File: config.mk
export PLATFORM = sky130hd
export DESIGN_NAME = dle_stuffed_frame_encoder
export DESIGN_NICKNAME = d
export VERILOG_FILES = /design/src/rtl/dsfe_pkg.sv /design/src/rtl/dsfe_slot.sv /design/src/rtl/dsfe_out.sv /design/src/rtl/dle_stuffed_frame_encoder.sv
export VERILOG_INCLUDE_DIRS = /design/src /design/src/rtl
export SDC_FILE = /design/constraint.sdc
export NUM_CORES = 1
export LEC_CHECK = 0
export ABC_AREA = 1
export BUFFER_PORTS_ARGS = -buffer_cell sky130_fd_sc_hd__buf_2
export CAP_MARGIN = 0
export CORE_UTILIZATION = 25
export CTS_CLUSTER_DIAMETER = 30
export CTS_CLUSTER_SIZE = 16
export DETAILED_ROUTE_END_ITERATION = 10
export PLACE_DENSITY_LB_ADDON = 0.3
export REMOVE_ABC_BUFFERS = 1
export SYNTH_ARGS = -nofsm -noshare
export SYNTH_HDL_FRONTEND = slang
export SYNTH_SLANG_ARGS = --single-unit
File: constraint.sdc
create_clock -name clk_i -period 2.88 [get_ports clk_i]
set_input_delay 0.144 -clock clk_i [delete_from_list [all_inputs] [get_ports clk_i]]
set_output_delay 0.144 -clock clk_i [all_outputs]
set_load 0.03 [all_outputs]
File: src/rtl/assert_macros.svh
// Assertion macros used by the framer top level.
`ifndef ASSERT_MACROS_SVH
`define ASSERT_MACROS_SVH

// Antecedent implies consequent in the same cycle.
`define ASSERT_IMPLY(label, clk, rst_n, ante, cons) \
  label: assert property (@(posedge clk) disable iff (!rst_n) (ante) |-> (cons)) \
    else $error("assertion failed: ante implies cons");

// Antecedent implies consequent in the next cycle.
`define ASSERT_NEXT(label, clk, rst_n, ante, cons) \
  label: assert property (@(posedge clk) disable iff (!rst_n) (ante) |=> (cons)) \
    else $error("assertion failed: ante implies cons next cycle");

`endif

File: src/rtl/dsfe_pkg.sv
// Shared constants and types of the DLE-stuffed frame encoder.
package dsfe_pkg;

  localparam logic [7:0] DLE_BYTE = 8'h10;
  localparam logic [7:0] STX_BYTE = 8'h02;
  localparam logic [7:0] ETX_BYTE = 8'h03;

  // One-hot slot codes, in transmit order.
  localparam int unsigned NUM_SLOTS = 7;
  localparam logic [NUM_SLOTS-1:0] SLOT_SOF_DLE = 7'b000_0001;
  localparam logic [NUM_SLOTS-1:0] SLOT_SOF_STX = 7'b000_0010;
  localparam logic [NUM_SLOTS-1:0] SLOT_ESC     = 7'b000_0100;
  localparam logic [NUM_SLOTS-1:0] SLOT_DATA    = 7'b000_1000;
  localparam logic [NUM_SLOTS-1:0] SLOT_EOF_DLE = 7'b001_0000;
  localparam logic [NUM_SLOTS-1:0] SLOT_EOF_ETX = 7'b010_0000;
  localparam logic [NUM_SLOTS-1:0] SLOT_SUM     = 7'b100_0000;

  typedef struct packed {
    logic [7:0] out_byte;
    logic       run_end;
    logic       frame_end;
  } dsfe_beat_t;

  typedef struct packed {
    logic busy;    // slot register holds bytes still to send
    logic emit;    // a byte moves to the output register this cycle
    logic finish;  // that byte is the last one of its transaction
  } dsfe_status_t;

endpackage

File: src/rtl/dsfe_slot.sv
// Input slot register: holds one transaction and sequences its output bytes.
module dsfe_slot (
  input  logic                  clk_i,
  input  logic                  rst_ni,
  input  logic                  in_valid_i,
  input  logic [7:0]            data_byte_i,
  input  logic                  frame_last_i,
  output logic                  in_stall_o,
  input  logic                  advance_i,
  output dsfe_pkg::dsfe_beat_t  beat_o,
  output dsfe_pkg::dsfe_status_t st_o
);

  logic [dsfe_pkg::NUM_SLOTS-1:0] mask_q, mask_d, sel, rest, new_mask;
  logic [7:0] data_q, data_d, sum_q, sum_d, byte_sel;
  logic       inside_q, inside_d;
  logic       busy, emit, finish, accept, idle_next;

  assign busy   = (mask_q != '0);
  assign sel    = mask_q & (~mask_q + {{(dsfe_pkg::NUM_SLOTS-1){1'b0}}, 1'b1});
  assign rest   = mask_q & ~sel;
  assign emit   = busy && advance_i;
  assign finish = emit && (rest == '0);

  assign idle_next  = !busy || finish;
  assign in_stall_o = !idle_next;
  assign accept     = in_valid_i && idle_next;

  assign new_mask = {frame_last_i, frame_last_i, frame_last_i, 1'b1,
                     (data_byte_i == dsfe_pkg::DLE_BYTE), !inside_q, !inside_q};

  always_comb begin
    case (sel)
      dsfe_pkg::SLOT_SOF_DLE: byte_sel = dsfe_pkg::DLE_BYTE;
      dsfe_pkg::SLOT_SOF_STX: byte_sel = dsfe_pkg::STX_BYTE;
      dsfe_pkg::SLOT_ESC:     byte_sel = dsfe_pkg::DLE_BYTE;
      dsfe_pkg::SLOT_EOF_DLE: byte_sel = dsfe_pkg::DLE_BYTE;
      dsfe_pkg::SLOT_EOF_ETX: byte_sel = dsfe_pkg::ETX_BYTE;
      dsfe_pkg::SLOT_SUM:     byte_sel = sum_q;
      default:                byte_sel = data_q;
    endcase
  end

  always_comb begin
    mask_d   = mask_q;
    data_d   = data_q;
    inside_d = inside_q;
    sum_d    = sum_q;
    if (emit) begin
      mask_d = rest;
      sum_d  = (sel == dsfe_pkg::SLOT_SUM) ? 8'h00 : sum_q + byte_sel;
    end
    if (accept) begin
      mask_d   = new_mask;
      data_d   = data_byte_i;
      inside_d = !frame_last_i;
    end
  end

  always_ff @(posedge clk_i or negedge rst_ni) begin
    if (!rst_ni) begin
      mask_q   <= '0;
      inside_q <= 1'b0;
      sum_q    <= 8'h00;
    end else begin
      mask_q   <= mask_d;
      inside_q <= inside_d;
      sum_q    <= sum_d;
    end
  end

  always_ff @(posedge clk_i) begin
    data_q <= data_d;
  end

  assign beat_o.out_byte  = byte_sel;
  assign beat_o.run_end   = (rest == '0);
  assign beat_o.frame_end = (sel == dsfe_pkg::SLOT_SUM);

  assign st_o.busy   = busy;
  assign st_o.emit   = emit;
  assign st_o.finish = finish;

endmodule

File: src/rtl/dsfe_out.sv
// Output register: holds one byte until the receiver takes it.
module dsfe_out (
  input  logic                 clk_i,
  input  logic                 rst_ni,
  input  logic                 emit_i,
  input  dsfe_pkg::dsfe_beat_t beat_i,
  output logic                 advance_o,
  output logic                 out_valid_o,
  input  logic                 out_stall_i,
  output logic [7:0]           out_byte_o,
  output logic                 run_end_o,
  output logic                 frame_end_o
);

  logic                 valid_q, valid_d;
  dsfe_pkg::dsfe_beat_t beat_q, beat_d;

  assign advance_o = !valid_q || !out_stall_i;

  always_comb begin
    valid_d = valid_q && out_stall_i;
    beat_d  = beat_q;
    if (emit_i) begin
      valid_d = 1'b1;
      beat_d  = beat_i;
    end
  end

  always_ff @(posedge clk_i or negedge rst_ni) begin
    if (!rst_ni) begin
      valid_q <= 1'b0;
    end else begin
      valid_q <= valid_d;
    end
  end

  always_ff @(posedge clk_i) begin
    beat_q <= beat_d;
  end

  assign out_valid_o = valid_q;
  assign out_byte_o  = beat_q.out_byte;
  assign run_end_o   = beat_q.run_end;
  assign frame_end_o = beat_q.frame_end;

endmodule

File: src/rtl/dle_stuffed_frame_encoder.sv
// Top level of the DLE/STX/ETX byte-stuffing frame encoder.
//
// Input channel (in_valid_i / in_stall_o): one payload byte per transaction,
// with frame_last_i set on the final byte of a frame. Output channel
// (out_valid_o / out_stall_i): one link byte per transaction. run_end_o marks
// the last byte caused by an input transaction, frame_end_o the checksum.
// Each input transaction expands to 1 to 7 output bytes: start pair 10 02
// when no frame is open, an escape 10 before a data byte of 10, the data
// byte, and for the last byte the end pair 10 03 plus the mod-256 sum of all
// bytes sent in the frame.
// Each link byte is held in the slot register, then in the output register.
// Throughput: one output byte per clock while the receiver does not stall,
// set by the single output byte lane. The next input is accepted in the same
// clock the previous transaction's last byte moves to the output register.
// Reset clears the slot, the open-frame flag, the running sum and the output
// valid. While the receiver stalls, hold the output register and the slot;
// input stall then rises once the slot has bytes left to send.
`include "assert_macros.svh"

module dle_stuffed_frame_encoder (
  input  logic       clk_i,
  input  logic       rst_ni,
  input  logic       in_valid_i,
  output logic       in_stall_o,
  input  logic [7:0] data_byte_i,
  input  logic       frame_last_i,
  output logic       out_valid_o,
  input  logic       out_stall_i,
  output logic [7:0] out_byte_o,
  output logic       run_end_o,
  output logic       frame_end_o
);

  dsfe_pkg::dsfe_beat_t   beat;
  dsfe_pkg::dsfe_status_t st;
  logic                   advance;

  // Slot register plus byte selection and checksum accumulation.
  dsfe_slot u_slot (
    .clk_i       (clk_i),
    .rst_ni      (rst_ni),
    .in_valid_i  (in_valid_i),
    .data_byte_i (data_byte_i),
    .frame_last_i(frame_last_i),
    .in_stall_o  (in_stall_o),
    .advance_i   (advance),
    .beat_o      (beat),
    .st_o        (st)
  );

  // Output register, frees the slot whenever it is empty or being drained.
  dsfe_out u_out (
    .clk_i       (clk_i),
    .rst_ni      (rst_ni),
    .emit_i      (st.emit),
    .beat_i      (beat),
    .advance_o   (advance),
    .out_valid_o (out_valid_o),
    .out_stall_i (out_stall_i),
    .out_byte_o  (out_byte_o),
    .run_end_o   (run_end_o),
    .frame_end_o (frame_end_o)
  );

  // Checksum byte always closes its transaction.
  `ASSERT_IMPLY(a_sum_ends_run, clk_i, rst_ni, out_valid_o && frame_end_o, run_end_o)
  // An accepted transaction leaves bytes in the slot.
  `ASSERT_NEXT(a_accept_fills, clk_i, rst_ni, in_valid_i && !in_stall_o, st.busy)
  // A busy slot only takes new input while sending its final byte.
  `ASSERT_IMPLY(a_accept_when_done, clk_i, rst_ni, st.busy && in_valid_i && !in_stall_o, st.finish)

endmodule

=== Word-level counts from Yosys, hierarchy flattened ===
Cells that the tools add are included.

* Flip-flop bits (word level): 35
* Output and inout bits: 12
* Word-level logic and storage cells: 42

* Add/subtract/negate cells: 2
* Eq/ne operators: 7
* Multiplexer cells: 5
* Bitwise gates (word level): 4
* Reduce and logical (&&, ||, !) cells: 16

{| class="wikitable"
|+ Operator list
! kind !! number
|-
| one-hot mux 8 bit (4 select lines) || 1
|-
| bitwise AND 7 bit || 2
|-
| 2-to-1 mux 7 bit || 2
|-
| inverter 7 bit || 2
|-
| adder 8 bit || 1
|-
| equality test 8 x 5 -> 1 bit (second input constant) || 1
|-
| 2-to-1 mux 8 bit || 1
|-
| adder 7 x 1 -> 7 bit (second input constant) || 1
|-
| equality test 7 x 1 -> 1 bit (second input constant) || 1
|-
| equality test 7 x 2 -> 1 bit (second input constant) || 1
|-
| equality test 7 x 3 -> 1 bit (second input constant) || 1
|-
| equality test 7 x 5 -> 1 bit (second input constant) || 1
|-
| equality test 7 x 6 -> 1 bit (second input constant) || 1
|-
| equality test 7 bit (second input constant) || 1
|-
| logical NOT 7 bit || 1
|-
| nonzero test 7 bit || 1
|-
| logical NOT 1 bit || 6
|-
| logical AND 1 bit || 4
|-
| OR reduction 3 bit || 1
|-
| logical OR 1 bit || 2
|-
| nonzero test 2 bit || 1
|-
| 2-to-1 mux 1 bit || 1
|}

=== Longest topological paths before layout ===
Gate-level depths: netlist of run 1.

* Depth in word-level cells: 10
* Gate-level depth with buffers: 18
* Gate-level depth less buffers: 18

=== Hierarchy ===
A second synthesis of run 1 with hierarchy kept.

* Cell total of the unflattened synthesis: 205
* Area, all modules: 1891.8 µm²

{| class="wikitable"
|+ Modules (own cells, without submodules)
! module !! instances !! cells an instance !! area an instance (µm²)
|-
| dsfe_slot || 1 || 191 || 1550.2
|-
| dsfe_out || 1 || 14 || 341.6
|}

=== Least setup slack after synthesis of run 1 ===
OpenSTA, ideal clock, no wires.

* Path kind: flip-flop to flip-flop
* Start: reg u_slot.mask_q[1] (netlist bit)
* End: reg u_slot.sum_q[6]
* Arrival: 2.409 ns
* Required time: 2.754 ns
* Slack: 0.345 ns
* Stages on the path, launching flop included: 17
* Buffers on the path: 0
* Path through: dfrtp_1 > nor2_4 > nand2_4 > nor2_4 > nand2_4 > nor2_4 > inv_2 > o211ai_1 > ha_1 > inv_1 > fa_1 > o21ai_0 > nand2_1 > nand2_1 > a21oi_1 > nor2_1 > o22ai_1

{| class="wikitable"
|+ RTL lines
! element !! RTL line !! source
|-
| start, declared || dsfe_slot.sv:14 || <nowiki>logic [dsfe_pkg::NUM_SLOTS-1:0] mask_q, mask_d, sel, rest, new_mask;</nowiki>
|-
| start signal, assigned || dsfe_slot.sv:66 || <nowiki>mask_q <= mask_d;</nowiki>
|-
| end signal, assigned || dsfe_slot.sv:68 || <nowiki>sum_q <= sum_d;</nowiki>
|-
| end, declared || dsfe_slot.sv:15 || <nowiki>logic [7:0] data_q, data_d, sum_q, sum_d, byte_sel;</nowiki>
|}

==> results.cfg, run 1 <==
[sta]
slew_headroom_pct = 71.2
clock.fmax_mhz = 369
finalMaxSlewViolations = 0
fin_skew_ns = 0.00826
tns_ns = 0
tightest_slew_ns = 0.432
setup_viol = 0
min_period_over_period_pct = 94.1
whs_ns = 0.0414
final_hold_viol_count = 0
period_needed_ns = 2.71

[power_and_ir_drop]
peakVddDrop_v = 0.000448
power_density_nw_per_um2 = 1320
power.leakage_nw = 1.08
finalPower_w = 0.00306

[status]
status = complete, no violations

[cells_and_area]
nets = 266
layoutNonFillerInstCount = 345
n_antenna_cell = 0
syn_to_final_growth_pct = 22.1
final_common_cell = nand2_1
final_cell_mix = 40 x nand2_1, 30 x inv_1, 24 x buf_2
drive_above_1_share_pct = 26.8
n_fill_cell = 817

[floorplan]
dieArea_um2 = 7930
core_area_um2 = 7290
die_w_um = 89.1
rows = 31
initial_core_util_pct = 26.0
die_y_um = 89.1
pin_count = 25

[clock_network]
clockRootBuffer = clkbuf_8
cts_tree = built
ctsLongestPathBuffers = 2
numCtsBuffers = 5
cts.clk_slew.worst_paths_ns = 0.07
htree_levels = 2
clock_sinks = 35
clk_latency_ns = 0.29

[worst_setup_path]
arrival_ns = 2.91
crit_fanout = 6
cp-start-kind = flop
crit_type = reg -> reg
cp_data_required_time_ns = 3.09
crit_path_end_kind = flop

[placed_design]
dpl.hpwl_um = 3100
placedCellCount = 329
gp_congestion = 0.846
port_buffers = 24

[synth]
ys_warn_count = 0
yosysTopAreaCellShare_pct = 28.5
synthTopCellsByArea = edfxtp_1 29%, dfrtp_1 22%, nand2_1 7.9%, inv_1 5.9%, ha_1 4.6%
syn_area_um2 = 1900
synth_area_per_cell_um2 = 9.34
synth_cells = 203
ys_ff_latch = 35
synth_largest_area_cell = edfxtp_1
synth_cell_types = 28
ys_seq_area_share_pct = 51.0

[min_path]
hold_path.class = in -> reg

[routing]
totalWireLength_um = 4150
wl_met3_um = 204
top_layer_used = met4
drtPass1Iterations = 4
wl_met1_um = 2200
wl_met2_um = 1680
drtAntennaViolNets = 0
drc_errors = 0
wl_per_cell_um = 12.0
drt_iter0_drc = 62
vias = 1480
via_per_inst = 4.29

[grt]
grt_max_degree = 22
grt_usage_pct = 11.7
grt_pass1_wl_um = 6810
grt_pass1_vias = 1348
antenna_found_initial = 0
grt.overflow.total = 0

[run]
maxCapViolations = 0
[layer usage]
layer	vias up	GRT usage (%)
li1	765	-
met3	5	3.42
met2	40	15.9
met1	670	17.6
met5	-	0
met4	0	3.90
[critical path: stages, from the launching register on]
cell and delay (ns):
dfrtp_2 0.44, nor2_4 0.17, nand2_4 0.08, nor2_4 0.16
nand2_4 0.07, nor2_4 0.11, inv_4 0.06, o211ai_1 0.25
ha_2 0.23, inv_1 0.06, fa_2 0.38, o21ai_2 0.14
nand2_1 0.08, nand2_1 0.07, a21oi_1 0.07, nand2_1 0.06
nand2_1 0.04, o22ai_1 0.13
[path summary, 6_finish.rpt]
path	start	endpoint	slack, ns	cells past startpoint
max reg2reg	u_slot.mask_q[0]	u_slot.sum_q[6]	0.17	17
max in group asynchronous	rst_ni	u_slot.mask_q[0]	2.23	2
max	u_slot.mask_q[0]	u_slot.sum_q[6]	0.17	17
min	data_byte_i[7]	u_slot.data_q[7]	0.04	1
min in group asynchronous	rst_ni	u_slot.mask_q[3]	0.33	2
min reg2reg	u_slot.inside_q	u_slot.inside_q	0.49	2
[power breakdown]
part	internal, W	switching, W	total [W]
registers	0.000797	0.000115	0.000912
logic	0.000658	0.00114	0.00180
clock network	0.000170	0.000178	0.000348
total	0.00162	0.00143	0.00306
[synth_stat cells]
cell type,count
nand4_1,1
nor3_1,1
inv_1,30
o21ai_2,2
nand3b_1,2
inv_2,4
fa_1,1
dfrtp_1,17
nand2_4,4
o211ai_1,7
nor2_2,1
nand2_2,3
a22o_1,1
a31oi_1,1
nor2_1,11
ha_1,7
a21oi_1,9
edfxtp_1,18
nand3_1,15
o21ai_1,1
o22ai_1,4
nor4_1,1
xor2_1,2
buf_6,1
nor2_4,5
nand2_1,40
nand3_2,2
o21ai_0,12
[final cells by class]
class,count,area [um2],share of cell area (%)
sequential,35,967,41.8
timing repair buffer,36,213,9.19
inverter,34,130,5.62
tap,99,124,5.35
clock inverter,1,5.00,0.216
multi-input combinational,133,800,34.5
clock buffer,7,76.3,3.30
[through the flow]
stage	area [um2]	setup WS [ns]	util, %
global route	2310	-0.0232	31.7
CTS	2250	0.000933	30.9
finish	2310	0.171	31.7
detailed placement	2160	0.0301	29.6
global placement	2160	0.0527	29.6
floorplan	1880	0.332	-
[state kept, by name, indices dropped and copies added, names as in the netlist]
register / cells
u_slot.mask_q: 7
u_out.run_end_o: 1
u_out.frame_end_o: 1
u_out.out_byte_o: 8
u_out.out_valid_o: 1
u_slot.sum_q: 8
u_slot.data_q: 8
u_slot.inside_q: 1
[logic make-up (layout without fill, tap and decap cells)]
kind of cell / count (synthesis) / count (layout) / synth area share, %
simple gates: 86 / 86 / 23.5
compound gates: 37 / 37 / 11.6
flops: 35 / 35 / 51.0
buf+inv: 35 / 78 / 7.33
fa+ha+maj: 8 / 8 / 5.68
xor+xnor: 2 / 2 / 0.924
[repair_timing]
action,4_1_cts,5_1_grt
setup endpoints to repair,0,3
gates resized for setup,0,7
endpoints found under the hold margin,17,0
setup buffers,0,7
hold buffers,1,0
No activity file was read; power rests on OpenSTA's default activity.
==> run 2: changes to the inputs <==
--- a/config.mk
+++ b/config.mk
@@ -6,12 +6,11 @@
 export SDC_FILE = /design/constraint.sdc
 export NUM_CORES = 1
 export LEC_CHECK = 0
-export ABC_AREA = 1
 export BUFFER_PORTS_ARGS = -buffer_cell sky130_fd_sc_hd__buf_2
 export CAP_MARGIN = 0
 export CORE_UTILIZATION = 25
 export CTS_CLUSTER_DIAMETER = 30
-export CTS_CLUSTER_SIZE = 16
+export CTS_CLUSTER_SIZE = 28
 export DETAILED_ROUTE_END_ITERATION = 10
 export PLACE_DENSITY_LB_ADDON = 0.3
 export REMOVE_ABC_BUFFERS = 1
==> results.cfg, run 2 <==
[status]
status = finished, violations left
violations = negative setup slack

[clock_network]
numCtsBuffers = 5
clock_sinks = 35
htree_levels = 2
ctsLongestPathBuffers = 2
cts_tree = built
cts.clk_slew.worst_paths_ns = 0.07
clk_latency_ns = 0.30
clockRootBuffer = clkbuf_8

[placed_design]
gp_congestion = 0.841
placedCellCount = 309
dpl.hpwl_um = 3120
port_buffers = 24

[synth]
ys_seq_area_share_pct = 53.2
async_flop_share_pct = 48.6
synth_common_cells = 20 x o21ai_0, 18 x edfxtp_1, 17 x dfrtp_1
yosysMostFrequentCell = o21ai_0
synth_edf_count = 18
synth_cell_types = 48
ys_warn_count = 0
ys_ff_latch = 35
synth_largest_area_cell = edfxtp_1
yosysTopAreaCellShare_pct = 29.8
synth_area_per_cell_um2 = 11.2
synthTopCellsByArea = edfxtp_1 30%, dfrtp_1 23%, o21ai_0 5.5%, ha_1 4.8%, nand2_1 2.9%
synth_cells = 162
ys.flop_type = edfxtp_1
syn_area_um2 = 1820

[worst_setup_path]
crit_buf_inv = 2
cp-start-kind = flop
arrival_ns = 3.37
slowest_delay_ns = 0.54
critPathMostFrequentCell = buf_6
crit_type = reg -> reg
crit_path_end_kind = flop
crit_fanout = 4
cp_data_required_time_ns = 3.07
cp_top_family = simple AND/OR/NAND/NOR gates
critical_path.cell_chain = or4_4, or2_4, nor3b_4, buf_6, buf_6, nor2_2, a221o_1, ha_4, o21ai_2, nand2b_1, a31oi_1, or3_4, a32o_1
slowest_stage = or4_4

[min_path]
hold_path.class = in -> reg

[sta]
fin_skew_ns = 0.00450
min_period_over_period_pct = 111
finalMaxSlewViolations = 0
clock.fmax_mhz = 314
final_hold_viol_count = 0
rsz0062_at_grt = yes
period_needed_ns = 3.19
tightest_slew_ns = 0.626
setup_viol = 5
slew_headroom_pct = 58.2
setup_ws_ns = -0.308

[cells_and_area]
nets = 256
final_core_util_pct = 37.9
syn_to_final_growth_pct = 44.0
n_antenna_cell = 0
final_common_cell = buf_4
n_fill_cell = 706
multi_input_area_um2 = 916
drive_above_1_share_pct = 45.8
register_area_um2 = 966
final_cell_mix = 45 x buf_4, 24 x buf_2, 18 x edfxtp_1
layoutNonFillerInstCount = 332

[grt]
grt.overflow.total = 0
grt_max_degree = 18
grt_pass1_wl_um = 7400
grt_usage_pct = 13.1
antenna_found_initial = 0
grt_pass1_vias = 1474

[routing]
wl_per_cell_um = 13.5
totalWireLength_um = 4480
wl_met3_um = 194
top_layer_used = met4
wl_met1_um = 2190
drtAntennaViolNets = 0
vias = 1517
wl_met2_um = 2010
drtPass1Iterations = 4
drt_iter0_drc = 104
via_per_inst = 4.57
drc_errors = 0

[floorplan]
core_area_um2 = 6910
initial_core_util_pct = 26.3
die_y_um = 87.2
rows = 30
dieArea_um2 = 7610
pin_count = 25
die_w_um = 87.2

[run]
maxCapViolations = 0
==> run 2: cell count changes in the layout (fill, tap and decap cells not counted), moves of 5 or more <==
cell / before / now
o211ai_1: 7 / 0
nand2_1: 40 / 14
nor2_4: 5 / 0
buf_4: 11 / 45
ha_4: 0 / 5
nand3_1: 15 / 3
inv_1: 30 / 7
==> run 2: logic make-up (layout without fill, tap and decap cells) <==
kind of cell / count (synthesis) / in the layout / synth area share [%]
AO/OA/AOI/OAI: 57 / 57 / 21.4
AND/OR/NAND/NOR: 43 / 43 / 13.0
flip-flops: 35 / 35 / 53.2
buffers and inverters: 15 / 89 / 4.48
adder cells (fa/ha/maj): 9 / 9 / 6.48
XOR/XNOR: 3 / 3 / 1.45
==> run 2: through the flow <==
stage | TNS (ns) | setup WS, ns | hold WS (ns) | instance area, um2
after floorplan | -1.34 | -0.593 | -0.152 | 1760
after global placement | -1.48 | -0.415 | 0.110 | 2260
after global routing | -1.66 | -0.419 | 0.0200 | 2620
after detailed placement | -1.55 | -0.415 | 0.109 | 2260
final | -1.10 | -0.308 | 0.0352 | 2620
after CTS | -1.10 | -0.326 | 0.0245 | 2510
==> run 2: worst paths after layout <==
check,cells past startpoint,start,slack (ns),endpoint
max,13,u_slot.mask_q[0],-0.31,u_slot.sum_q[7]
min,1,data_byte_i[5],0.04,u_slot.data_q[5]
max reg2reg,13,u_slot.mask_q[0],-0.31,u_slot.sum_q[7]
min reg2reg,1,u_slot.inside_q,0.48,u_slot.mask_q[0]
max in group asynchronous,2,rst_ni,2.27,u_slot.sum_q[3]
min in group asynchronous,2,rst_ni,0.31,u_slot.mask_q[3]
==> run 2: area by class of cell <==
cell class                      instances  area share, %
Timing Repair Buffer                   73           19.2
Multi-Input combinational cell        112           35.0
Sequential cell                        35           36.9
Clock buffer                            7           2.92
Tap cell                               96           4.59
Clock inverter                          1          0.191
Inverter                                8           1.15
==> run 2: repair_timing <==
| item | 4_1_cts | 5_1_grt |
|---|---|---|
| gates resized for setup | 20 | 14 |
| setup endpoints to repair | 5 | 7 |
| hold buffers | 1 | 0 |
| setup buffers | 10 | 4 |
| endpoints found under the hold margin | 17 | 0 |
| pin swaps | 14 | 9 |
==> run 2: layer usage <==
layer	track usage (%)	vias to the layer above
met5	0	-
met4	5.81	0
met3	3.51	7
met2	20.3	27
met1	17.3	720
li1	-	763
Power of run 2 is not shown: default switching activity piles up to over one toggle a cycle in this logic, so the estimate is an artifact.
==> run 3: changes to the inputs <==
--- a/config.mk
+++ b/config.mk
@@ -8,11 +8,11 @@
 export LEC_CHECK = 0
 export BUFFER_PORTS_ARGS = -buffer_cell sky130_fd_sc_hd__buf_2
 export CAP_MARGIN = 0
-export CORE_UTILIZATION = 25
+export CORE_UTILIZATION = 45
 export CTS_CLUSTER_DIAMETER = 30
 export CTS_CLUSTER_SIZE = 28
 export DETAILED_ROUTE_END_ITERATION = 10
-export PLACE_DENSITY_LB_ADDON = 0.3
+export PLACE_DENSITY_LB_ADDON = 0.15
 export REMOVE_ABC_BUFFERS = 1
 export SYNTH_ARGS = -nofsm -noshare
 export SYNTH_HDL_FRONTEND = slang
==> results.cfg, run 3 (synthesis gave the netlist of run 2 again) <==
[status]
status = finished, violations left
violations = negative setup slack

[routing]
drtPass1Iterations = 4
drc_errors = 0
drt_iter0_drc = 71
drtAntennaViolNets = 0
wl_per_cell_um = 16.0
vias = 1545
via_per_inst = 5.64
totalWireLength_um = 4390

[cells_and_area]
n_fill_cell = 275
register_area_um2 = 966
nets = 246
final_core_util_pct = 66.5
syn_to_final_growth_pct = 38.2
layoutNonFillerInstCount = 274
final_cell_mix = 34 x buf_4, 24 x buf_2, 18 x edfxtp_1
final_area_um2 = 2510
final_common_cell = buf_4
n_antenna_cell = 0
drive_above_1_share_pct = 45.1
multi_input_area_um2 = 937

[grt]
grt_max_degree = 18
grt.overflow.total = 0
grt_usage_pct = 21.4
grt_pass1_vias = 1461
antenna_found_initial = 0
grt_pass1_wl_um = 6730

[worst_setup_path]
slowest_stage = or4_4
crit_type = reg -> reg
crit_fanout = 4
cp_top_family = simple AND/OR/NAND/NOR gates
slowest_delay_ns = 0.53
critPathMostFrequentCell = o21ai_1
critical_path.cell_chain = or4_4, or2_4, nor3b_4, buf_6, nor3_4, a22o_2, ha_1, o21ai_1, o21ai_1, a31oi_1, or3_4, a32o_1
arrival_ns = 3.43
crit_path_end_kind = flop
rrSetupSlack_ns = -0.38
crit_buf_inv = 1
cp-start-kind = flop
cp_data_required_time_ns = 3.05

[clock_network]
ctsLongestPathBuffers = 2
cts.clk_slew.worst_paths_ns = 0.07
htree_levels = 2
clk_latency_ns = 0.28
clockRootBuffer = clkbuf_8
cts_tree = built
numCtsBuffers = 5
clock_sinks = 35

[floorplan]
dieArea_um2 = 4290
die_y_um = 65.5
initial_core_util_pct = 48.1
die_w_um = 65.5
rows = 22
core_area_um2 = 3770
pin_count = 25

[placed_design]
gp_congestion = 0.869
placedCellCount = 259
placed_area_um2 = 2180
dpl.hpwl_um = 2960
port_buffers = 24

[min_path]
hold_path.class = in -> reg

[sta]
slew_headroom_pct = 56.9
period_needed_ns = 3.26
fin_skew_ns = 0.00500
tightest_slew_ns = 0.646
rsz0062_at_grt = yes
finalMaxSlewViolations = 0
clock.fmax_mhz = 307
final_hold_viol_count = 0
setup_viol = 6
setup_ws_ns = -0.377
tns_ns = -0.964
min_period_over_period_pct = 113

[run]
maxCapViolations = 0
## run 3: metal layers
layer,GRT usage [%],vias up,share of wire [%]
met5,0,-,0
li1,-,737,-
met1,28.4,734,45
met4,10.1,0,2.1
met3,3.99,11,5.4
met2,33.6,63,48
## run 3: per-stage QoR
step	setup slack, ns	hold WS, ns
CTS	-0.332	0.0372
floorplan	-0.593	-0.152
global route	-0.452	0.0370
finish	-0.377	0.0468
global placement	-0.333	0.102
detailed placement	-0.412	0.102
## run 3: final timing paths
kind,from,to,cells past startpoint
worst max-delay path,u_slot.mask_q[0],u_slot.sum_q[7],12
worst min-delay path,data_byte_i[4],u_slot.data_q[4],1
worst max register to register,u_slot.mask_q[0],u_slot.sum_q[7],12
worst min register to register,u_slot.inside_q,u_slot.mask_q[0],1
max in group asynchronous,rst_ni,u_slot.sum_q[2],2
min in group asynchronous,rst_ni,u_out.out_valid_o,2
## run 3: final cells by class
type,count,share of cell area [%]
repair buffers,63,17.2
flip-flops and latches,35,38.5
well taps,48,2.39
inverters,8,1.20
clock inverters,2,0.499
clock buffers,6,2.89
multi-input cells,112,37.4
## run 3: timing repair
action / in CTS / in global routing
setup endpoints to repair: 5 / 6
buffers inserted: 4 / 2
endpoints found under the hold margin: 17 / 0
hold buffers: 1 / 0
resized for setup: 28 / 11
pin swaps: 20 / 13
Power of run 3 is left out for the same reason.
